--- src/hdl/int_to_float_scale_multiply_macros.svh ---
// Assertion macros for the scale multiply block
`ifndef INT_TO_FLOAT_SCALE_MULTIPLY_MACROS_SVH
`define INT_TO_FLOAT_SCALE_MULTIPLY_MACROS_SVH

// implication checked every clock, disabled in reset
`define ITF_ASSERT_IMP(label, clk, rst_n, ante, cons) \
    label: assert property (@(posedge clk) disable iff (!rst_n) (ante) |-> (cons)) \
        else $error("assertion failed");

// next-cycle implication
`define ITF_ASSERT_NXT(label, clk, rst_n, ante, cons) \
    label: assert property (@(posedge clk) disable iff (!rst_n) (ante) |=> (cons)) \
        else $error("assertion failed");

`endif

--- src/hdl/itf_pkg.sv ---
// ----------------------------------------------------------------------------
// itf_pkg
// Shared types and constants for the int to float scale multiply block.
// ----------------------------------------------------------------------------
package itf_pkg;
    localparam logic [31:0] QNAN_BITS  = 32'h7FC0_0000;
    localparam logic [31:0] SCALE_ONE  = 32'h3F80_0000;

    // operand stage -> multiply stage
    typedef struct packed {
        logic        sign;
        logic        special;    // result fully known
        logic [31:0] special_bits;
        logic [23:0] ma;         // converted score significand
        logic [23:0] mb;         // scale significand, normalized
        logic signed [10:0] ex;  // exponent of product lsb
    } t_ops;
endpackage

--- src/hdl/int_to_float_scale_multiply.sv ---
// ----------------------------------------------------------------------------
// int_to_float_scale_multiply
// Signed 32-bit score -> fp32 (nearest even), times fp32 scale register.
// ----------------------------------------------------------------------------
// Usage:
//  - Pulse start with i_score; busy is always low, so one score is
//    taken every cycle.
//  - o_done is then high for one cycle with o_scaled_bits, after
//    one input register stage (convert/unpack) and one result register
//    (multiply/round). Throughput is one item per clock.
//  - The scale is written through i_cfg_valid/o_cfg_ready/i_cfg_data,
//    always ready; write it only while no score is in flight.
//  - Synchronous reset drops items in flight and sets the scale to 1.0.
//  - The receiver cannot stall; results must be taken when o_done is high.
//  - NaN results come out as 0x7FC00000.
// ----------------------------------------------------------------------------
`include "int_to_float_scale_multiply_macros.svh"
module int_to_float_scale_multiply import itf_pkg::*; (
    input  logic        i_clk,
    input  logic        i_rst_n,
    input  logic        start,
    output logic        busy,
    input  logic [31:0] i_score,
    output logic        o_done,
    output logic [31:0] o_scaled_bits,
    input  logic        i_cfg_valid,
    output logic        o_cfg_ready,
    input  logic [31:0] i_cfg_data
);
    logic [31:0] r_scale;
    logic        r_v1, r_v2;
    t_ops        n_ops, r_ops;
    logic [31:0] n_bits, r_bits;

    assign busy        = 1'b0;
    assign o_cfg_ready = 1'b1;

    always_ff @(posedge i_clk) begin
        if (!i_rst_n) begin
            r_scale <= SCALE_ONE;
            r_v1    <= 1'b0;
            r_v2    <= 1'b0;
        end else begin
            if (i_cfg_valid && o_cfg_ready) r_scale <= i_cfg_data;
            r_v1 <= start;
            r_v2 <= r_v1;
        end
        r_ops   <= n_ops;
        r_bits  <= n_bits;
    end

    itf_unpack u_unpack (.i_score(i_score), .i_scale(r_scale), .o_ops(n_ops));
    itf_mul_round u_mul (.i_ops(r_ops), .o_bits(n_bits));

    assign o_done        = r_v2;
    assign o_scaled_bits = r_bits;

    `ITF_ASSERT_NXT(a_pipe, i_clk, i_rst_n, start, r_v1)
    `ITF_ASSERT_NXT(a_done, i_clk, i_rst_n, r_v1, o_done)
    `ITF_ASSERT_IMP(a_nan, i_clk, i_rst_n,
        o_done && o_scaled_bits[30:23] == 8'hFF && o_scaled_bits[22:0] != 23'd0,
        o_scaled_bits == QNAN_BITS)
endmodule

--- src/hdl/itf_unpack.sv ---
// ----------------------------------------------------------------------------
// itf_unpack
// Converts the score to a rounded 24-bit significand and normalizes the
// scale; resolves NaN, infinity and zero cases.
// ----------------------------------------------------------------------------
module itf_unpack import itf_pkg::*; (
    input  logic [31:0] i_score,
    input  logic [31:0] i_scale,
    output t_ops        o_ops
);
    logic        sa, sb;
    logic [31:0] mag;
    logic [7:0]  eb;
    logic [22:0] fb;
    logic [4:0]  ta, tb;
    logic [31:0] norm_a;
    logic [7:0]  sh;
    logic        g, st, inc;
    logic [24:0] qa;
    logic [23:0] ma;
    logic signed [10:0] xa, xb;
    logic [23:0] fbn;

    always_comb begin
        sa  = i_score[31];
        mag = sa ? (32'd0 - i_score) : i_score;
        sb  = i_scale[31];
        eb  = i_scale[30:23];
        fb  = i_scale[22:0];
        // leading one of magnitude
        ta = 5'd0;
        for (int i = 0; i < 32; i++) if (mag[i]) ta = 5'(i);
        norm_a = mag << (5'd31 - ta);
        g   = norm_a[7];
        st  = |norm_a[6:0];
        inc = g & (st | norm_a[8]);
        qa  = {1'b0, norm_a[31:8]} + {24'd0, inc};
        // lsb exponent of converted value: ta-23, plus carry
        if (qa[24]) begin
            ma = qa[24:1];
            xa = 11'(signed'({6'd0, ta})) - 11'sd22;
        end else begin
            ma = qa[23:0];
            xa = 11'(signed'({6'd0, ta})) - 11'sd23;
        end
        // scale
        tb = 5'd0;
        for (int i = 0; i < 23; i++) if (fb[i]) tb = 5'(i);
        if (eb == 8'd0) begin
            fbn = {1'b0, fb} << (5'd23 - tb);
            xb  = -11'sd149 - 11'(signed'({6'd0, 5'd23 - tb}));
        end else begin
            fbn = {1'b1, fb};
            xb  = 11'(signed'({3'd0, eb})) - 11'sd150;
        end
        sh = 8'd0;
        o_ops.sign = sa ^ sb;
        o_ops.ma   = ma;
        o_ops.mb   = fbn;
        o_ops.ex   = xa + xb;
        o_ops.special = 1'b1;
        o_ops.special_bits = {sa ^ sb, 31'd0};
        if (eb == 8'hFF && fb != 23'd0) begin
            o_ops.special_bits = QNAN_BITS;
        end else if (eb == 8'hFF) begin
            o_ops.special_bits = (mag == 32'd0) ? QNAN_BITS : {sa ^ sb, 31'h7F80_0000};
        end else if (mag == 32'd0 || (eb == 8'd0 && fb == 23'd0)) begin
            o_ops.special_bits = {sa ^ sb, 31'd0};
        end else begin
            o_ops.special = 1'b0;
        end
        o_ops.special = o_ops.special | (|sh);
    end
endmodule

--- src/hdl/itf_mul_round.sv ---
// ----------------------------------------------------------------------------
// itf_mul_round
// 24x24 significand product, normalize and round to nearest even with
// subnormal and overflow handling.
// ----------------------------------------------------------------------------
module itf_mul_round import itf_pkg::*; (
    input  t_ops        i_ops,
    output logic [31:0] o_bits
);
    logic [47:0] p;
    logic        top;
    logic signed [11:0] lsb;   // exponent of kept lsb, before clamp
    logic [5:0]  sh;           // right shift of p
    logic [47:0] q0, rem_mask;
    logic        g, st;
    logic [24:0] q;
    logic signed [11:0] biased;
    logic [47:0] shifted;

    always_comb begin
        p   = i_ops.ma * i_ops.mb;
        top = p[47];
        // normalized shift keeps 24 bits
        lsb = 12'(i_ops.ex) + (top ? 12'sd24 : 12'sd23);
        if (lsb < -12'sd149) begin
            if ((-12'sd149 - lsb) > 12'sd30) sh = 6'd50;
            else sh = 6'((top ? 12'sd24 : 12'sd23) + (-12'sd149 - lsb));
            lsb = -12'sd149;
        end else begin
            sh = top ? 6'd24 : 6'd23;
        end
        rem_mask = 48'd0;
        shifted  = 48'd0;
        if (sh >= 6'd49) begin
            q0 = 48'd0; g = 1'b0; st = 1'b1;
        end else begin
            q0       = p >> sh;
            rem_mask = (48'd1 << sh) - 48'd1;
            shifted  = p & rem_mask;
            g  = p[sh - 6'd1];
            st = |(shifted & ~(48'd1 << (sh - 6'd1)));
        end
        q = q0[24:0] + {24'd0, g & (st | q0[0])};
        if (q[24]) begin
            q   = q >> 1;
            lsb = lsb + 12'sd1;
        end
        biased = lsb + 12'sd150;
        if (q[23]) begin
            if (biased >= 12'sd255) o_bits = {i_ops.sign, 31'h7F80_0000};
            else o_bits = {i_ops.sign, biased[7:0], q[22:0]};
        end else begin
            o_bits = {i_ops.sign, 8'd0, q[22:0]};
        end
        if (i_ops.special) o_bits = i_ops.special_bits;
    end
endmodule

--- config.mk ---
export PLATFORM = sky130hd
export DESIGN_NAME = int_to_float_scale_multiply
export DESIGN_NICKNAME = d
export VERILOG_FILES = /design/src/hdl/itf_pkg.sv /design/src/hdl/int_to_float_scale_multiply.sv /design/src/hdl/itf_unpack.sv /design/src/hdl/itf_mul_round.sv
export VERILOG_INCLUDE_DIRS = /design/src /design/src/hdl
export SDC_FILE = /design/constraint.sdc
export NUM_CORES = 2
export LEC_CHECK = 0
export BUFFER_PORTS_ARGS = -buffer_cell sky130_fd_sc_hd__clkbuf_2
export CAP_MARGIN = 10
export CORE_MARGIN = 2
export CORE_UTILIZATION = 40
export CTS_CLUSTER_SIZE = 30
export DETAILED_ROUTE_END_ITERATION = 8
export PLACE_DENSITY = 0.67
export SYNTH_ARGS = -nofsm -noshare
export SYNTH_HDL_FRONTEND = slang
export SYNTH_HIERARCHICAL = 1
export SYNTH_SLANG_ARGS = --single-unit
export TNS_END_PERCENT = 100
--- constraint.sdc ---
create_clock -name i_clk -period 30.1 [get_ports i_clk]
set_input_delay 0 -clock i_clk [delete_from_list [all_inputs] [get_ports i_clk]]
set_output_delay 0 -clock i_clk [all_outputs]
set_load 0.005 [all_outputs]
==> run metrics <==
CP required roughly 30000 ps; first-pass GRT wire length roughly 220 mm; Crit path top cell by count fa_1; crit-path leading delay family compound AO/OA/AOI/OAI gates; Ys Warns 6; final setup margin between 9000 and 10000 ps; fin. max-slew vios 0; Post-Synth XOR/XNOR Area 3.81%; DRC violations left 0; CP bufs+invs 11; met2 Use GR between 40% and 50%; hold slack 24.1 ps; synthesized-area fraction occupied by adder cells a little under a third; post-synthesis mux area share under 10%; clock buffer depth 2; DRT antenna net count 0; post_cts resized 0; fin crit share a little over two thirds; final setup vio count 0; TritonCTS clock tree done; largest stage delay on the critical path 1110 ps; Worst slew margin less than 1%; TNS Setup 0 ps; max capacitance violation total 1; DIE AREA roughly 100000 sq um; M1 GR Usage 36.8%; GRT Util Overall approximately 27%; final WL around 140 mm; count of cell types in the netlist approximately 140; Post-Syn Instances between 5000 and 6000; Setup Skew between 15 and 20 ps; CP Launch Type flop; fmax 0.0475 GHz; Post-synth EDFFs 0; Synth Area in Simple Gates 22.2%; worst-path fanout max 56; vias 38900; Worst R2R End o_scaled_bits[1]; Vias per Instance ~6.2; slowest cell on the critical path dfxtp_1; Die Y between 300 and 400 um; Top-Level Pins ~100; GR Util met3 about 5.2%; Worst Hold Endpoint r_scale[24]; kind of critical path reg2reg; RD Place Congestion around 1.0; top_reg_cell synth dfxtp_1; average size of a mapped cell a little under 8 sq um; Worst Hold Depth 2; Worst Setup End Kind flop; run status finished, violations left; Detail Placement HPWL approximately 110 mm; Filler Cell Count a little under 10000; Clock Tree Root clkbuf_16; Yosys reg bits between 150 and 200; first-pass detailed-route iteration total 7; Initial Util around 40%; FF-to-FF setup slack about 9000 ps; Skew-Pair Late Insertion Delay a little under 500 ps; clock sink count 159; Core Area just under 100000 sq um; Hold Path Class in2reg; Iter 0 DRT Violations between 4000 and 5000; failing checks capacitance limit; Synth async-reset ratio 0%; Synth Area in Compound Gates 21.0%; largest net degree at the start of global routing 70; Arr. time, crit path roughly 21000 ps; Reg2Reg Depth 65; post-CTS setup repair buffer count 0; Least-Margin Pin Slew 1480 ps; IO Port Bufs 100; Worst R2R Start r_ops[55]; Fin. Hold Viols 0; CTS buffer count 17; largest family of logic cells by synthesized area adder cells; DP Worst Slack between 9000 and 10000 ps; initial antenna violation count 5; row cnt roughly 120; H-tree levels 4; fin crit period between 20000 and 25000 ps; Overflow after GRT 0; Area Overhead vs Synth 5.33%; Die W ~320 um; Most Crowded Layer GR met2; Post-CTS Hold Fix Bufs 33; vias in the first global route 38200; post-DR wirelength/cell roughly 23 um; nets@finish approximately 5700; unrepaired setup endpoints after global routing false; mapped cell area about 40000 sq um; CTS clk-pin slew, worst paths approximately 70 ps; layout cells sized above 1 approximately 8%; hold path startpoint i_rst_n; register area share after synthesis 7.98%
[flip-flops by register name (all words and copies together), names as in the netlist]
signal         count
o_done             1
r_ops             93
r_scale           32
o_scaled_bits     32
r_v1               1
[how the worst max path moves through the flow]
stage	start	cells past startpoint	endpoint	slack, ps
detailed placement	r_ops[41]	66	o_scaled_bits[1]	9660
global placement	r_ops[56]	66	o_scaled_bits[1]	9910
finish	r_ops[55]	65	o_scaled_bits[1]	9040
floorplan	r_ops[51]	75	o_scaled_bits[26]	12330
CTS	r_ops[41]	66	o_scaled_bits[1]	9600
global route	r_ops[40]	65	o_scaled_bits[1]	7980
[placed cells by master (no fill, tap or decap), drive strengths merged, types with 44 or more instances in the layout]
master	Yosys	routed
o22ai	48	48
clkbuf	217	119
o211ai	63	63
xnor2	103	103
o21ai	211	211
nor2	274	274
and2	285	285
nand3	133	133
a21oi	272	272
inv	579	586
xor2	62	62
nor4	59	59
nor3	110	110
nand2	632	632
a21o	44	44
a211oi	60	60
mux2i	137	137
ha	203	203
o31ai	45	45
dfxtp	159	159
nand4	56	56
nor2b	54	54
fa	483	483
a31oi	53	53
buf	146	93
[worst register-to-register path, delay by kind of cell (launching register included)]
family                     cells  cell delay (ps)
buffers and inverters         11             2140
DFF                            1             1110
adders and majority gates     12             5290
AOI/OAI and AO/OA             22             6350
muxes                          1              330
xor gates and xnor gates       1              800
and+or+nand+nor               18             4960
[layout make-up]
class / count / area [sq um] / share of cell area [%]
multi-input cells: 3988 / 32900 / 78.3
flip-flops and latches: 159 / 3180 / 7.58
inverters: 582 / 2190 / 5.21
well taps: 1287 / 1610 / 3.83
repair buffers: 227 / 1540 / 3.66
clock buffers: 18 / 439 / 1.05
clock inverters: 14 / 144 / 0.343
diodes: 2 / 5.00 / 0.0119
[synthesized netlist by cell type (12+ instances only)]
cell	n	area share, %
a2111oi_0	17	0.37
a211o_1	19	0.42
a211oi_1	55	1.0
a21o_1	44	0.83
a21oi_1	249	3.1
a21oi_2	21	0.46
a221oi_1	34	0.75
a22oi_1	24	0.45
a31oi_1	52	0.82
and2_1	281	4.4
and3_1	29	0.46
buf_1	13	0.12
buf_2	74	0.93
buf_4	40	0.75
buf_6	16	0.45
clkbuf_1	217	2.0
dfxtp_1	159	8.0
fa_1	483	24
ha_1	203	6.4
inv_1	576	5.4
mux2_2	17	0.48
mux2i_1	135	3.4
nand2_1	628	5.9
nand2b_1	18	0.28
nand3_1	131	1.6
nand4_1	56	0.88
nor2_1	269	2.5
nor2b_1	54	0.85
nor3_1	105	1.3
nor4_1	50	0.78
o2111ai_1	12	0.26
o211ai_1	59	1.1
o21a_1	30	0.56
o21ai_0	187	2.3
o21ai_1	21	0.26
o21bai_1	25	0.47
o221ai_1	32	0.70
o22ai_1	47	0.74
o311ai_0	16	0.35
o31ai_1	41	0.77
or2_2	21	0.33
or3_1	23	0.36
or4_1	13	0.24
xnor2_1	101	2.2
xor2_1	62	1.4
[cell families (layout without fill, tap and decap cells)]
group	Yosys count	after routing
AND/OR/NAND/NOR	1768	1768
flip-flops	159	159
other	3	26
AO/OA/AOI/OAI	1179	1179
multiplexers	164	164
adder cells (fa/ha/maj)	686	686
buffers and inverters	945	841
XOR/XNOR	167	167
[metrics by stage]
step | utilization, % | cells | instance area (sq um)
global placement | 41.7 | 6209 | 41100
CTS | 42.6 | 6274 | 42000
finish | 42.6 | 6277 | 42000
global route | 42.6 | 6275 | 42000
detailed placement | 41.7 | 6209 | 41100
floorplan | - | 5092 | 39900
[layer usage]
| layer | part of all wire [%] | vias up | wire length (um) |
|---|---|---|---|
| met4 | 4.7 | 6 | 6640 |
| li1 | - | 17200 | - |
| met1 | 41 | 19000 | 58000 |
| met3 | 9.9 | 474 | 14100 |
| met2 | 44 | 2213 | 62800 |
| met5 | 0.026 | - | 37 |
Power is not shown: default switching activity piles up to over one toggle a cycle in this logic, so the estimate is an artifact.
